--- src/design/swsd_pkg.sv ---
// ----------------------------------------------------------------------------
// swsd_pkg
// Shared types and constants of the sensor warm-up stability detector.
// ----------------------------------------------------------------------------
`default_nettype none

package swsd_pkg;

  localparam int SAMPLE_W   = 12;
  localparam int WINDOW_LEN = 10;
  localparam int WIN_IDX_W  = (WINDOW_LEN > 1) ? $clog2(WINDOW_LEN) : 1;
  localparam logic [WIN_IDX_W-1:0] WIN_LAST = WIN_IDX_W'(WINDOW_LEN - 1);

  localparam int CFG_IDX_W = 2;

  localparam logic [SAMPLE_W-1:0] GAS_THRESHOLD_RST = SAMPLE_W'(1500);
  localparam logic [SAMPLE_W-1:0] STAB_TOL_RST      = SAMPLE_W'(15);

  typedef enum logic [CFG_IDX_W-1:0] {
    REG_GAS_THRESHOLD = 2'd0,
    REG_STAB_TOL      = 2'd1
  } cfg_reg_t;

  typedef struct packed {
    logic vld;
    logic first;
  } scan_ctl_t;

endpackage

`default_nettype wire

--- src/design/swsd_ram.sv ---
// ----------------------------------------------------------------------------
// swsd_ram
// Generic single-write, single-read RAM with registered read data.
// ----------------------------------------------------------------------------
`default_nettype none

module swsd_ram #(
  parameter int WIDTH = 8,
  parameter int DEPTH = 16
) (
  input  wire logic                                    clk,
  input  wire logic                                    we,
  input  wire logic [((DEPTH > 1) ? $clog2(DEPTH) : 1)-1:0] waddr,
  input  wire logic [WIDTH-1:0]                        wdata,
  input  wire logic                                    re,
  input  wire logic [((DEPTH > 1) ? $clog2(DEPTH) : 1)-1:0] raddr,
  output logic      [WIDTH-1:0]                        rdata
);

  logic [WIDTH-1:0] mem_r [DEPTH];

  always_ff @(posedge clk) begin
    if (we) begin
      mem_r[waddr] <= wdata;
    end
    if (re) begin
      rdata <= mem_r[raddr];
    end
  end

endmodule

`default_nettype wire

--- src/design/swsd_minmax.sv ---
// ----------------------------------------------------------------------------
// swsd_minmax
// Shared compare unit: folds one window word per cycle into min and max.
// ----------------------------------------------------------------------------
`default_nettype none

module swsd_minmax (
  input  wire logic                         clk,
  input  wire swsd_pkg::scan_ctl_t          ctl,
  input  wire logic [swsd_pkg::SAMPLE_W-1:0] dat,
  output logic      [swsd_pkg::SAMPLE_W-1:0] lo,
  output logic      [swsd_pkg::SAMPLE_W-1:0] hi
);

  import swsd_pkg::*;

  logic [SAMPLE_W-1:0] lo_r, lo_nxt;
  logic [SAMPLE_W-1:0] hi_r, hi_nxt;

  always_comb begin
    lo_nxt = lo_r;
    hi_nxt = hi_r;
    if (ctl.vld) begin
      if (ctl.first) begin
        lo_nxt = dat;
        hi_nxt = dat;
      end else begin
        if (dat < lo_r) lo_nxt = dat;
        if (dat > hi_r) hi_nxt = dat;
      end
    end
  end

  always_ff @(posedge clk) begin
    lo_r <= lo_nxt;
    hi_r <= hi_nxt;
  end

  assign lo = lo_r;
  assign hi = hi_r;

endmodule

`default_nettype wire

--- src/design/sensor_warmup_stability_detector_unit.sv ---
// ----------------------------------------------------------------------------
// sensor_warmup_stability_detector_unit
// Ring of recent sensor samples, min/max scan and sticky stable flag.
// ----------------------------------------------------------------------------
//  channel | direction | handshake        | payload
//  in_     | input     | valid / stall    | sample
//  out_    | output    | valid / stall    | over_threshold, stable, spread, flag
//  cfg_    | input     | valid / ready    | index, data
//
//  A word that needs no scan goes straight to the finish state; a scan word
//  steps through scan, tail and eval, with the RAM read giving one word per
//  cycle to the shared min/max compare unit. The input stalls until the
//  result is loaded into the output register. Reset clears the ring fill
//  state and the stable flag; the ring RAM itself is not cleared.
// ----------------------------------------------------------------------------
`default_nettype none

module sensor_warmup_stability_detector_unit (
  input  wire logic                                clk,
  input  wire logic                                rst_n,
  input  wire logic                                in_valid,
  output logic                                     in_stall,
  input  wire logic [swsd_pkg::SAMPLE_W-1:0]       in_sample,
  output logic                                     out_valid,
  input  wire logic                                out_stall,
  output logic                                     out_over_threshold,
  output logic                                     out_stable,
  output logic      [swsd_pkg::SAMPLE_W-1:0]       out_window_spread,
  output logic                                     out_spread_valid,
  input  wire logic                                cfg_valid,
  output logic                                     cfg_ready,
  input  wire logic [swsd_pkg::CFG_IDX_W-1:0]      cfg_index,
  input  wire logic [swsd_pkg::SAMPLE_W-1:0]       cfg_data
);

  import swsd_pkg::*;

  typedef enum logic [4:0] {
    ST_IDLE   = 5'b00001,
    ST_SCAN   = 5'b00010,
    ST_TAIL   = 5'b00100,
    ST_EVAL   = 5'b01000,
    ST_FINISH = 5'b10000
  } state_t;

  state_t state_r, state_nxt;

  logic [SAMPLE_W-1:0]  thr_r, thr_nxt;
  logic [SAMPLE_W-1:0]  tol_r, tol_nxt;
  logic [WIN_IDX_W-1:0] slot_r, slot_nxt;
  logic                 filled_r, filled_nxt;
  logic                 stab_r, stab_nxt;
  logic [WIN_IDX_W-1:0] rd_cnt_r, rd_cnt_nxt;
  scan_ctl_t            ctl_r, ctl_nxt;

  logic                 ovr_r, ovr_nxt;
  logic [SAMPLE_W-1:0]  spread_r, spread_nxt;
  logic                 svld_r, svld_nxt;

  logic                 out_valid_r, out_valid_nxt;
  logic                 o_ovr_r, o_ovr_nxt;
  logic                 o_stab_r, o_stab_nxt;
  logic [SAMPLE_W-1:0]  o_spread_r, o_spread_nxt;
  logic                 o_svld_r, o_svld_nxt;

  logic                 in_acc;
  logic                 ram_we;
  logic                 ram_re;
  logic [SAMPLE_W-1:0]  ram_rdata;
  logic [SAMPLE_W-1:0]  win_lo;
  logic [SAMPLE_W-1:0]  win_hi;
  logic [SAMPLE_W-1:0]  diff;
  logic                 load_out;

  assign in_stall  = (state_r != ST_IDLE);
  assign in_acc    = in_valid && !in_stall;
  assign cfg_ready = 1'b1;
  assign ram_we    = in_acc && !stab_r;
  assign ram_re    = (state_r == ST_SCAN);
  assign diff      = win_hi - win_lo;
  assign load_out  = (state_r == ST_FINISH) && (!out_valid_r || !out_stall);

  swsd_ram #(
    .WIDTH (SAMPLE_W),
    .DEPTH (WINDOW_LEN)
  ) u_ring (
    .clk   (clk),
    .we    (ram_we),
    .waddr (slot_r),
    .wdata (in_sample),
    .re    (ram_re),
    .raddr (rd_cnt_r),
    .rdata (ram_rdata)
  );

  swsd_minmax u_minmax (
    .clk (clk),
    .ctl (ctl_r),
    .dat (ram_rdata),
    .lo  (win_lo),
    .hi  (win_hi)
  );

  // configuration
  always_comb begin
    thr_nxt = thr_r;
    tol_nxt = tol_r;
    if (cfg_valid && cfg_ready) begin
      unique case (cfg_index)
        REG_GAS_THRESHOLD: thr_nxt = cfg_data;
        REG_STAB_TOL:      tol_nxt = cfg_data;
        default:           ;
      endcase
    end
  end

  // sequencer
  always_comb begin
    state_nxt  = state_r;
    slot_nxt   = slot_r;
    filled_nxt = filled_r;
    stab_nxt   = stab_r;
    rd_cnt_nxt = rd_cnt_r;
    ctl_nxt    = '0;
    ovr_nxt    = ovr_r;
    spread_nxt = spread_r;
    svld_nxt   = svld_r;
    unique case (state_r)
      ST_IDLE: begin
        if (in_acc) begin
          ovr_nxt    = (in_sample > thr_r);
          spread_nxt = '0;
          svld_nxt   = 1'b0;
          rd_cnt_nxt = '0;
          state_nxt  = ST_FINISH;
          if (!stab_r) begin
            if (slot_r == WIN_LAST) begin
              slot_nxt   = '0;
              filled_nxt = 1'b1;
            end else begin
              slot_nxt = slot_r + 1'b1;
            end
            if (filled_r || slot_r == WIN_LAST) begin
              state_nxt = ST_SCAN;
            end
          end
        end
      end
      ST_SCAN: begin
        ctl_nxt.vld   = 1'b1;
        ctl_nxt.first = (rd_cnt_r == '0);
        if (rd_cnt_r == WIN_LAST) begin
          state_nxt = ST_TAIL;
        end else begin
          rd_cnt_nxt = rd_cnt_r + 1'b1;
        end
      end
      ST_TAIL: begin
        state_nxt = ST_EVAL;
      end
      ST_EVAL: begin
        spread_nxt = diff;
        svld_nxt   = 1'b1;
        if (diff <= tol_r) begin
          stab_nxt = 1'b1;
        end
        state_nxt = ST_FINISH;
      end
      ST_FINISH: begin
        if (load_out) begin
          state_nxt = ST_IDLE;
        end
      end
      default: state_nxt = ST_IDLE;
    endcase
  end

  // output register
  always_comb begin
    out_valid_nxt = out_valid_r;
    o_ovr_nxt     = o_ovr_r;
    o_stab_nxt    = o_stab_r;
    o_spread_nxt  = o_spread_r;
    o_svld_nxt    = o_svld_r;
    if (out_valid_r && !out_stall) begin
      out_valid_nxt = 1'b0;
    end
    if (load_out) begin
      out_valid_nxt = 1'b1;
      o_ovr_nxt     = ovr_r;
      o_stab_nxt    = stab_r;
      o_spread_nxt  = spread_r;
      o_svld_nxt    = svld_r;
    end
  end

  always_ff @(posedge clk) begin
    if (!rst_n) begin
      state_r     <= ST_IDLE;
      thr_r       <= GAS_THRESHOLD_RST;
      tol_r       <= STAB_TOL_RST;
      slot_r      <= '0;
      filled_r    <= 1'b0;
      stab_r      <= 1'b0;
      ctl_r       <= '0;
      out_valid_r <= 1'b0;
    end else begin
      state_r     <= state_nxt;
      thr_r       <= thr_nxt;
      tol_r       <= tol_nxt;
      slot_r      <= slot_nxt;
      filled_r    <= filled_nxt;
      stab_r      <= stab_nxt;
      ctl_r       <= ctl_nxt;
      out_valid_r <= out_valid_nxt;
    end
  end

  always_ff @(posedge clk) begin
    rd_cnt_r   <= rd_cnt_nxt;
    ovr_r      <= ovr_nxt;
    spread_r   <= spread_nxt;
    svld_r     <= svld_nxt;
    o_ovr_r    <= o_ovr_nxt;
    o_stab_r   <= o_stab_nxt;
    o_spread_r <= o_spread_nxt;
    o_svld_r   <= o_svld_nxt;
  end

  assign out_valid          = out_valid_r;
  assign out_over_threshold = o_ovr_r;
  assign out_stable         = o_stab_r;
  assign out_window_spread  = o_spread_r;
  assign out_spread_valid   = o_svld_r;

endmodule

`default_nettype wire

--- config.mk ---
export PLATFORM = sky130hd
export DESIGN_NAME = sensor_warmup_stability_detector_unit
export DESIGN_NICKNAME = d
export VERILOG_FILES = /design/src/design/swsd_pkg.sv /design/src/design/swsd_ram.sv /design/src/design/swsd_minmax.sv /design/src/design/sensor_warmup_stability_detector_unit.sv
export SDC_FILE = /design/constraint.sdc
export NUM_CORES = 1
export LEC_CHECK = 0
export BUFFER_PORTS_ARGS = -buffer_cell sky130_fd_sc_hd__buf_2
export CAP_MARGIN = 5
export CORE_ASPECT_RATIO = 0.5
export CORE_UTILIZATION = 40
export CTS_CLUSTER_SIZE = 40
export DETAILED_ROUTE_END_ITERATION = 6
export MAX_ROUTING_LAYER = met4
export PLACE_DENSITY = 0.63
export SYNTH_ARGS = -nofsm -noshare
export SYNTH_HDL_FRONTEND = slang
export SYNTH_SLANG_ARGS = --single-unit
--- constraint.sdc ---
create_clock -name clk -period 2.9 [get_ports clk]
set_input_delay 0.58 -clock clk [delete_from_list [all_inputs] [get_ports clk]]
set_output_delay 0.58 -clock clk [all_outputs]
set_load 0.01 [all_outputs]
# Word level (Yosys, flattened, before mapping)
# Memories as Yosys holds them, arrays and structs flattened. A register that Yosys moved wholly into a read port is not among the register bits.
# Index checks and enable logic that the tools add are counted.
dict set report op_classes {
  n_reduce_logical 29
  n_mux 23
  addsub 3
  bitwise_logic 1
  n_lt_le_gt_ge 4
  eq_ne 13
}
# op n
set op_table {}
lappend op_table {{$mux W12} 5}
lappend op_table {{$mux W5} 5}
lappend op_table {{$pmux W5 S5} 1}
lappend op_table {{$gt A12 B12 Y1} 2}
lappend op_table {{$pmux W12 S2} 1}
lappend op_table {{$reduce_and A2 Y1} 8}
lappend op_table {{$le A12 B12 Y1} 1}
lappend op_table {{$lt A12 B12 Y1} 1}
lappend op_table {{$mux W4} 3}
lappend op_table {{$sub A12 B12 Y12} 1}
lappend op_table {{$reduce_bool A2 Y1} 5}
lappend op_table {{$reduce_and A3 Y1} 3}
lappend op_table {{$add A4 B1 Y4 const B} 2}
lappend op_table {{$eq A4 B4 Y1 const B} 2}
lappend op_table {{$pmux W4 S2} 1}
lappend op_table {{$ne A2 B2 Y1 const B} 3}
lappend op_table {{$eq A5 B1 Y1 const B} 1}
lappend op_table {{$eq A5 B2 Y1 const B} 1}
lappend op_table {{$eq A5 B3 Y1 const B} 1}
lappend op_table {{$eq A5 B4 Y1 const B} 1}
lappend op_table {{$eq A5 B5 Y1 const B} 1}
lappend op_table {{$mux W1} 5}
lappend op_table {{$ne A5 B1 Y1 const B} 1}
lappend op_table {{$logic_and A1 B1 Y1} 4}
lappend op_table {{10 further kinds} 14}
dict set report word_totals {
  elab_cells 93
  ram_bits 120
  ff_bits 95
  mem_count 1
}
# name depth width rd rd_ports_with_merged_regs write_ports line
set memory_table {}
lappend memory_table {u_ring.mem_r 10 12 1 1 1 swsd_ram.sv:20} ;# logic [WIDTH-1:0] mem_r [DEPTH];

# Longest topological paths before layout
# Gate-level depths: netlist of run 1.
dict set report logic_depth {
  word_depth 6
  depth_mapped 14
}

# By module
# A second synthesis of run 1 with hierarchy kept.
dict set report hier_totals {
  hier_cells 771
  area_unflattened_um2 10326.2
}
# mod instances cells_per_inst seq_area_each_um2 area_each_um2
set by_module_without_submodules {}
lappend by_module_without_submodules {swsd_ram 1 273 3963.8 5172.5}
lappend by_module_without_submodules {sensor_warmup_stability_detector_unit 1 390 1751.7 3844.9}
lappend by_module_without_submodules {swsd_minmax 1 108 720.7 1308.8}

# Least setup slack after synthesis of run 1
# No wires, ideal clock.
dict set report synth_path {
  path_kind {register -> register}
  start {reg u_minmax.lo_r[1] (netlist: u_minmax.lo[1])}
  end {reg stab_r}
  slack_ns 0.275
  path_buffers 0
  stages_incl_launch_ff 14
  arrival_ns 2.538
  required_ns 2.813
  setup_ns 0.087
  path_cell_list {edfxtp_1 > inv_1 > ha_1 > nor2b_1 > o31a_1 > o311a_1 > nor3_1 > nor2_1 > ha_1 > a21oi_1 > nor2b_1 > o21ai_0 > nand4b_1 > o31ai_1}
}
dict set report synth_via {
  elab_chain_len 3
}
# item line
set synth_rtl {}
lappend synth_rtl {{start: declaration} swsd_minmax.sv:17} ;# logic [SAMPLE_W-1:0] lo_r, lo_nxt;
lappend synth_rtl {{start signal: assignment} swsd_minmax.sv:35} ;# lo_r <= lo_nxt;
lappend synth_rtl {{$sub A12 B12 Y12} sensor_warmup_stability_detector_unit.sv:80} ;# assign diff = win_hi - win_lo;
lappend synth_rtl {{via diff[9]} sensor_warmup_stability_detector_unit.sv:72} ;# logic [SAMPLE_W-1:0] diff;
lappend synth_rtl {{$le A12 B12 Y1} sensor_warmup_stability_detector_unit.sv:164} ;# if (diff <= tol_r) begin
lappend synth_rtl {{$reduce_and A2 Y1 (no source line)} n/a}
lappend synth_rtl {{end signal: assignment} sensor_warmup_stability_detector_unit.sv:213} ;# stab_r <= stab_nxt;
lappend synth_rtl {{end: declaration} sensor_warmup_stability_detector_unit.sv:52} ;# logic stab_r, stab_nxt;
# The timed path passes the listed nets, and every way through them passes these cells.
# A chain may end at the register's enable or synchronous reset.

# Final worst setup path of run 1
# Ends and elaborated chain as after synthesis.

==> load_flow_metrics.sql, run 1 <==
INSERT INTO impl_metrics (metric_group, metric, value, unit) VALUES
('run_status', 'outcome', 'finished, final reports clean', ''),
('yosys', 'cell_taking_the_most_area_after_synthesis', 'sky130_fd_sc_hd__edfxtp_1', ''),
('yosys', 'ys_ff_latch', '227', ''),
('routing', 'average_routed_wire_per_standard_cell', '18.1', 'um'),
('yosys', 'netlist.area_leader.share', '0.558', ''),
('cts', 'max-clock-path-buffers', '3', ''),
('min_path', 'holdPathStages', '3', ''),
('floorplanning', 'chipHeight', '115', 'um'),
('timing', 'slew_headroom', '0.271', ''),
('min_path', 'timing.hold.worst.start', 'cfg_data[8]', ''),
('worst_setup_path', 'max_stage_delay', '0.42', 'ns'),
('flow_run', 'max_cap_viol_count', '0', ''),
('cts', 'root_buf_cell', 'sky130_fd_sc_hd__clkbuf_16', ''),
('timing', 'rsz0062_at_grt', 'yes', ''),
('worst_setup_path', 'critical_path.cell_chain', 'inv_2 > ha_1 > nor2b_1 > o31a_1 > o311a_1 > nor3_2 > nor2_1 > ha_1 > a21oi_2 > nor2b_1 > o21ai_1 > nand4b_1 > o31ai_1', ''),
('finish', 'finish.net_count', '898', ''),
('routing', 'vias_per_cell', '5.09', ''),
('cts', 'clk-insertion-delay-late', '0.51', 'ns'),
('timing', 'max_slew.worst_pin.slew', '1.09', 'ns'),
('cts', 'clkTransAtPathRegs', '0.06', 'ns'),
('yosys', 'seq_area_frac_synth', '0.633', ''),
('routing', 'totalWireLength', '20900', 'um'),
('floorplanning', 'dieWidth', '227', 'um'),
('power', 'power_density', '572', 'nW/um^2'),
('cts', 'cts_tree', 'yes', ''),
('timing', 'report.final.setup_viol', '0', ''),
('worst_setup_path', 'timing.critical_path.max_delay_family', 'compound AO/OA/AOI/OAI gates', ''),
('cts', 'cts_hold_repair.buffers', '0', ''),
('floorplanning', 'dieArea', '26100', 'sq um'),
('global_route', 'grt.met2_usage', '0.260', ''),
('yosys', 'syn-cell-area', '10200', 'sq um'),
('power', 'static-leakage-power', '4.32', 'nW'),
('routing', 'initialDrtViolationCount', '353', ''),
('finish', 'regArea', '6440', 'sq um'),
('timing', 'timing.clock.skew', '0.0149', 'ns'),
('worst_setup_path', 'critical-path-slowest-cell', 'sky130_fd_sc_hd__edfxtp_1', ''),
('place', 'detailed_place_hpwl', '14300', 'um'),
('cts', 'numCtsBuffers', '21', ''),
('yosys', 'synth_enable_flop_cells', '189', ''),
('yosys', 'ys.flop_type', 'sky130_fd_sc_hd__edfxtp_1', ''),
('routing', 'routed-via-count', '5874', ''),
('global_route', 'first_pass_grt_wire_length', '32700', 'um'),
('worst_setup_path', 'start_kind', 'flip-flop', ''),
('worst_setup_path', 'path_max_fanout', '4', ''),
('yosys', 'synth_area_leaders', 'sky130_fd_sc_hd__edfxtp_1 56%, sky130_fd_sc_hd__ha_1 7.5%, sky130_fd_sc_hd__dfxtp_1 7.5%', ''),
('yosys', 'ys_types', '62', ''),
('routing', 'ant_nets', '0', ''),
('floorplanning', 'fp-row-count', '40', ''),
('timing', 'slew_viol_final', '0', ''),
('worst_setup_path', 'worstReg2RegStart', 'u_minmax.lo[1]', ''),
('min_path', 'timing.hold.worst_endpoint', 'thr_r[8]', ''),
('place', 'placed_cell_area', '10900', 'sq um'),
('yosys', 'yosysWarnings', '0', ''),
('yosys', 'post_synth.cell_area_avg', '14.0', 'sq um'),
('routing', 'drc', '0', ''),
('routing', 'detailedRoute.firstPassIterationCount', '4', ''),
('global_route', 'grt_most_used_layer', 'met2', ''),
('place', 'place_congestion', '0.854', ''),
('timing', 'layout_worst_path_cycle_share', '0.977', ''),
('floorplanning', 'initial_utilization', '0.415', ''),
('global_route', 'gr-usage-all-layers', '0.173', ''),
('finish', 'antenna_cells_inserted', '0', ''),
('finish', 'fill_cells', '2115', ''),
('global_route', 'first_global_vias', '5866', ''),
('floorplanning', 'ioPinCount', '49', ''),
('global_route', 'grt.overflow.total', '0', ''),
('place', 'place_ws', '0.0271', 'ns'),
('global_route', 'use_met3', '0.0328', ''),
('min_path', 'hold_class', 'primary input to flip-flop', ''),
('worst_setup_path', 'reg2reg_slack', '0.07', 'ns'),
('yosys', 'share_of_flip_flops_with_an_asynchronous_set_or_reset_after_synthesis', '0', '');
[cells in the final DEF, fill, tap and decap left out, drive strengths merged, types with 5 or more instances in the layout]
cell and instances:
dfxtp 38, nand3 10, nand2 57, nand4 11, buf 80, inv 61, nor2b 22, clkinv 8
o211ai 15, a21boi 15, nor3 16, clkbuf 24, mux2i 13, and2 8, o21ai 13, xor2 5
nor2 28, a211oi 14, mux4 24, a21o 7, o21a 10, nand2b 5, a21oi 38, edfxtp 189
ha 61
[per-layer routing]
layer / wire length, um / vias to the layer above
met1: 10300 / 2854
met5: 0 / -
met4: 344 / 0
met2: 9170 / 123
met3: 1030 / 26
li1: - / 2871
[flip-flops by register name, indices dropped and copies added, names as in the netlist, 2 cells and up]
name and count:
u_minmax.hi 12, rd_cnt_r 4, tol_r 12, thr_r 12
out_window_spread 12, u_ring.rdata 12, slot_r 4, u_minmax.lo 12
state_r 5, spread_r 12, ctl_r 2, u_ring.mem_r 120
[how the worst max path moves through the flow]
stage,startpoint,to,cells after the start
global route,u_minmax.lo[1],stab_r,13
finish,u_minmax.lo[1],stab_r,13
detailed placement,u_minmax.lo[1],stab_r,13
floorplan,u_minmax.lo[1],stab_r,13
CTS,u_minmax.lo[1],stab_r,13
global placement,u_minmax.lo[1],stab_r,13
[per-stage QoR]
stage               cells  hold slack (ns)  TNS [ns]  power [mW]  utilization
finish               1153            0.332         0        6.63        0.474
global route         1153            0.338   -0.0427        6.87        0.474
CTS                  1147            0.320         0        6.70        0.471
detailed placement   1112            0.405         0        4.12        0.446
global placement     1112            0.406         0        4.11        0.446
floorplan             728            0.400         0        3.96            -
[worst reg2reg max path: cells and delay by family, from the launching register on]
family                   cells  cell delay, ns
buffers and inverters        1            0.08
AO/OA/AOI/OAI                5            1.13
flip-flops                   1            0.42
adder cells (fa/ha/maj)      2            0.52
AND/OR/NAND/NOR              5            0.58
[repair_timing]
item                                    in CTS  in global routing
hold endpoints to repair                     0                  0
setup buffers                                0                  6
gates resized for setup                      0                  6
endpoints found under the setup margin       0                  1
[logic make-up (layout without fill, tap and decap cells)]
logic type	after synthesis	in the layout	synth area share
buf+inv	86	175	0.0351
other cells	1	1	0.000369
fa+ha+maj	62	62	0.0771
simple gates	176	176	0.0947
xor+xnor	8	8	0.00689
mux	38	38	0.0675
flops	227	227	0.633
compound gates	130	130	0.0853
[power breakdown]
part           switching (mW)  leakage (nW)  internal (mW)
registers              0.0366          2.03           3.60
clock network            1.15         0.314           1.44
logic                   0.242          1.98          0.165
total                    1.43          4.32           5.21
[area by class of cell]
cell class,instances,area share
flip-flops and latches,227,0.555
multi-input cells,415,0.293
clock inverters,11,0.00701
inverters,60,0.0194
clock buffers,24,0.0471
repair buffers,80,0.0427
well taps,336,0.0362
Power figures use the tool's default switching activity.
==> run 2: changes to the inputs <==
--- a/config.mk
+++ b/config.mk
@@ -5,6 +5,7 @@
 export SDC_FILE = /design/constraint.sdc
 export NUM_CORES = 1
 export LEC_CHECK = 0
+export ABC_AREA = 1
 export BUFFER_PORTS_ARGS = -buffer_cell sky130_fd_sc_hd__buf_2
 export CAP_MARGIN = 5
 export CORE_ASPECT_RATIO = 0.5
==> run 2 against run 1 <==
  * Critical path depth is 2 higher
  * Utilization increased by 0.18 points
  * Sequential power barely moved
  * Register-to-register slack gained 0.28 ns
  * Hold slack got worse by 0.032 ns
  * Via count up 18%
  * Sequential share of layout area fell by 0.33 points
  * Cell count increased by 18%
  * Design area increased by 0.59%
  * Clock skew decreased by 0.0016 ns
  * Synthesized cell count rose by 30%
  * Highest routed layer unchanged
==> load_flow_metrics.sql, run 2 <==
INSERT INTO impl_metrics (metric_group, metric, value, unit) VALUES
('run_status', 'outcome', 'finished, final reports clean', ''),
('timing', 'setup_tns_final', '0', 'ns'),
('place', 'place_ws', '0.368', 'ns'),
('yosys', 'cell_taking_the_most_area_after_synthesis', 'sky130_fd_sc_hd__edfxtp_1', ''),
('place', 'detailed_place_hpwl', '15500', 'um'),
('yosys', 'yosysWarnings', '0', ''),
('worst_setup_path', 'crit_required', '3.35', 'ns'),
('worst_setup_path', 'critical_path.n_buffers_inverters', '2', ''),
('cts', 'cts_tree', 'yes', ''),
('routing', 'totalWireLength', '22300', 'um'),
('yosys', 'post-synth-top-count-cell', 'sky130_fd_sc_hd__edfxtp_1', ''),
('floorplanning', 'fp-row-count', '40', ''),
('cts', 'max-clock-path-buffers', '3', ''),
('cts', 'cts_sinks', '227', ''),
('yosys', 'synth_area_leaders', 'sky130_fd_sc_hd__edfxtp_1 55%, sky130_fd_sc_hd__ha_1 7.5%, sky130_fd_sc_hd__dfxtp_1 7.4%', ''),
('cts', 'cts_resized', '0', ''),
('yosys', 'post_synth_inst_count', '947', ''),
('routing', 'initialDrtViolationCount', '524', ''),
('min_path', 'hold_class', 'primary input to flip-flop', ''),
('worst_setup_path', 'crit_path_end_kind', 'flip-flop', ''),
('finish', 'flow.area_growth_from_synthesis', '14.0', '%'),
('yosys', 'syn-cell-area', '10200', 'sq um'),
('timing', 'finalCriticalPeriod', '2.55', 'ns'),
('yosys', 'share_of_flip_flops_with_an_asynchronous_set_or_reset_after_synthesis', '0', ''),
('floorplanning', 'initial_utilization', '0.417', ''),
('timing', 'report.final.setup_viol', '0', ''),
('finish', 'layout.cells.most_common', 'sky130_fd_sc_hd__edfxtp_1', ''),
('routing', 'drc', '0', ''),
('power', 'power_density', '604', 'nW/um^2'),
('cts', 'clkTransAtPathRegs', '0.06', 'ns'),
('cts', 'numCtsBuffers', '22', ''),
('finish', 'final_layout_size_suffix_gt1_frac', '0.117', ''),
('floorplanning', 'dieArea', '26300', 'sq um'),
('place', 'place_congestion', '0.863', ''),
('worst_setup_path', 'critical-path-slowest-cell', 'sky130_fd_sc_hd__fa_1', ''),
('floorplanning', 'ioPinCount', '49', ''),
('finish', 'finish.net_count', '1108', ''),
('timing', 'timing.clock.skew', '0.0133', 'ns'),
('flow_run', 'max_cap_viol_count', '0', ''),
('place', 'place.port_buffers', '47', ''),
('timing', 'maxClockFrequency', '392', 'MHz'),
('global_route', 'initial_antenna_violation_count', '0', ''),
('yosys', 'seq_area_frac_synth', '0.629', ''),
('global_route', 'grt_start_max_net_pins', '39', ''),
('power', 'ir_worst_vdd', '0.372', 'mV'),
('cts', 'cts_hold_repair.buffers', '0', ''),
('timing', 'layout_worst_path_cycle_share', '0.879', ''),
('worst_setup_path', 'arrival', '3.00', 'ns'),
('routing', 'vias_per_cell', '5.07', ''),
('cts', 'htree_num_levels', '1', ''),
('worst_setup_path', 'critical_path.cell_chain', 'ha_1 > fa_1 > o21bai_1 > nand2_1 > nand2_1 > nand2_1 > nand2_1 > inv_1 > ha_1 > nand2_1 > nor2_1 > nand2_1 > o21ai_0 > inv_1 > a21oi_1', ''),
('routing', 'average_routed_wire_per_standard_cell', '16.3', 'um'),
('yosys', 'ys.flop_type', 'sky130_fd_sc_hd__edfxtp_1', ''),
('floorplanning', 'chipHeight', '115', 'um'),
('finish', 'antenna_cells_inserted', '0', ''),
('global_route', 'gr-usage-all-layers', '0.179', ''),
('timing', 'slew_viol_final', '0', ''),
('timing', 'max_slew.worst_pin.slew', '0.689', 'ns'),
('yosys', 'synth_enable_flop_cells', '189', ''),
('power', 'static-leakage-power', '4.67', 'nW'),
('yosys', 'postSynthNetCount', '1040', ''),
('cts', 'clk-insertion-delay-late', '0.52', 'ns'),
('yosys', 'post_synth_most_frequent_cells', '189 x sky130_fd_sc_hd__edfxtp_1, 142 x sky130_fd_sc_hd__nand2_1, 128 x sky130_fd_sc_hd__nor2_1', ''),
('timing', 'slew_headroom', '0.540', ''),
('finish', 'largest_register', 'u_ring.mem_r', ''),
('worst_setup_path', 'start_kind', 'flip-flop', ''),
('global_route', 'first_global_vias', '6630', ''),
('cts', 'root_buf_cell', 'sky130_fd_sc_hd__clkbuf_16', ''),
('routing', 'ant_nets', '0', ''),
('routing', 'detailedRoute.firstPassIterationCount', '5', ''),
('routing', 'routed-via-count', '6929', ''),
('worst_setup_path', 'timing.critical_path.max_delay_family', 'adder cells', ''),
('cts', 'cts.repair_timing.setup_buffer_count', '0', ''),
('finish', 'layout_common_cells', '189 x sky130_fd_sc_hd__edfxtp_1, 142 x sky130_fd_sc_hd__nand2_1, 128 x sky130_fd_sc_hd__nor2_1', ''),
('worst_setup_path', 'path_max_fanout', '3', ''),
('yosys', 'ys_ff_latch', '227', ''),
('timing', 'setup_ws', '0.350', 'ns'),
('worst_setup_path', 'max_stage_delay', '0.42', 'ns'),
('worst_setup_path', 'worst-setup-path-type', 'flip-flop to flip-flop', ''),
('yosys', 'post_synth.cell_area_avg', '10.8', 'sq um'),
('finish', 'largest_register_ffs', '120', ''),
('worst_setup_path', 'most_used_cell_along_the_critical_path', 'sky130_fd_sc_hd__nand2_1', ''),
('global_route', 'first_pass_grt_wire_length', '35700', 'um'),
('floorplanning', 'floorplan.core_area', '24500', 'sq um'),
('yosys', 'netlist.area_leader.share', '0.555', ''),
('yosys', 'ys_types', '40', ''),
('floorplanning', 'dieWidth', '228', 'um'),
('timing', 'finalHoldViolations', '0', ''),
('timing', 'rsz0062_at_grt', 'no', ''),
('global_route', 'grt.overflow.total', '0', '');
## run 2: final timing paths
kind                  start                    end  slack [ns]  depth (start not counted)
max          u_minmax.lo[0]                 stab_r        0.35                         15
min             cfg_data[2]               thr_r[2]        0.30                          3
max reg2reg  u_minmax.lo[0]                 stab_r        0.35                         15
min reg2reg    spread_r[11]  out_window_spread[11]        0.42                          0
## run 2: where the power goes
group | internal [mW] | switching [mW] | total [mW]
clock network | 1.59 | 1.24 | 2.83
logic | 0.167 | 0.371 | 0.538
registers | 3.63 | 0.0415 | 3.67
total | 5.39 | 1.65 | 7.04
## run 2: logic make-up (layout without fill, tap and decap cells)
logic type / count (synthesis) / in the layout / share of synthesized area
buf+inv: 146 / 229 / 0.0559
xor+xnor: 9 / 9 / 0.00770
other cells: 1 / 1 / 0.000366
flops: 227 / 227 / 0.629
fa+ha+maj: 62 / 62 / 0.0765
compound gates: 182 / 182 / 0.0994
simple gates: 320 / 320 / 0.131
## run 2: routing by layer
metal	global-route usage	part of all wire	vias to the layer above
met4	0.0394	0.019	0
li1	-	-	3399
met5	-	0	-
met1	0.244	0.48	3308
met2	0.284	0.45	186
met3	0.0300	0.059	36
## run 2: worst min-delay path: stages
cell	delay, ns
sky130_fd_sc_hd__buf_2	0.09
sky130_fd_sc_hd__nand2_1	0.05
sky130_fd_sc_hd__o211ai_1	0.07
## run 2: area by class of cell
| class | count | area, sq um |
|---|---|---|
| clock buffers | 25 | 562 |
| clock inverters | 14 | 145 |
| fillers | 2237 | 12900 |
| repair buffers | 71 | 415 |
| multi-input cells | 574 | 3240 |
| inverters | 119 | 452 |
| well taps | 336 | 420 |
| flip-flops and latches | 227 | 6440 |
## run 2: through the flow
stage	instances	instance area, sq um	hold slack (ns)	util	power, mW
after CTS	1366	11700	0.282	0.476	7.11
after detailed placement	1327	11000	0.405	0.447	4.28
after global placement	1327	11000	0.407	0.447	4.27
after floorplan	947	10200	0.400	-	4.07
after global routing	1366	11700	0.304	0.476	7.29
final	1366	11700	0.300	0.476	7.04
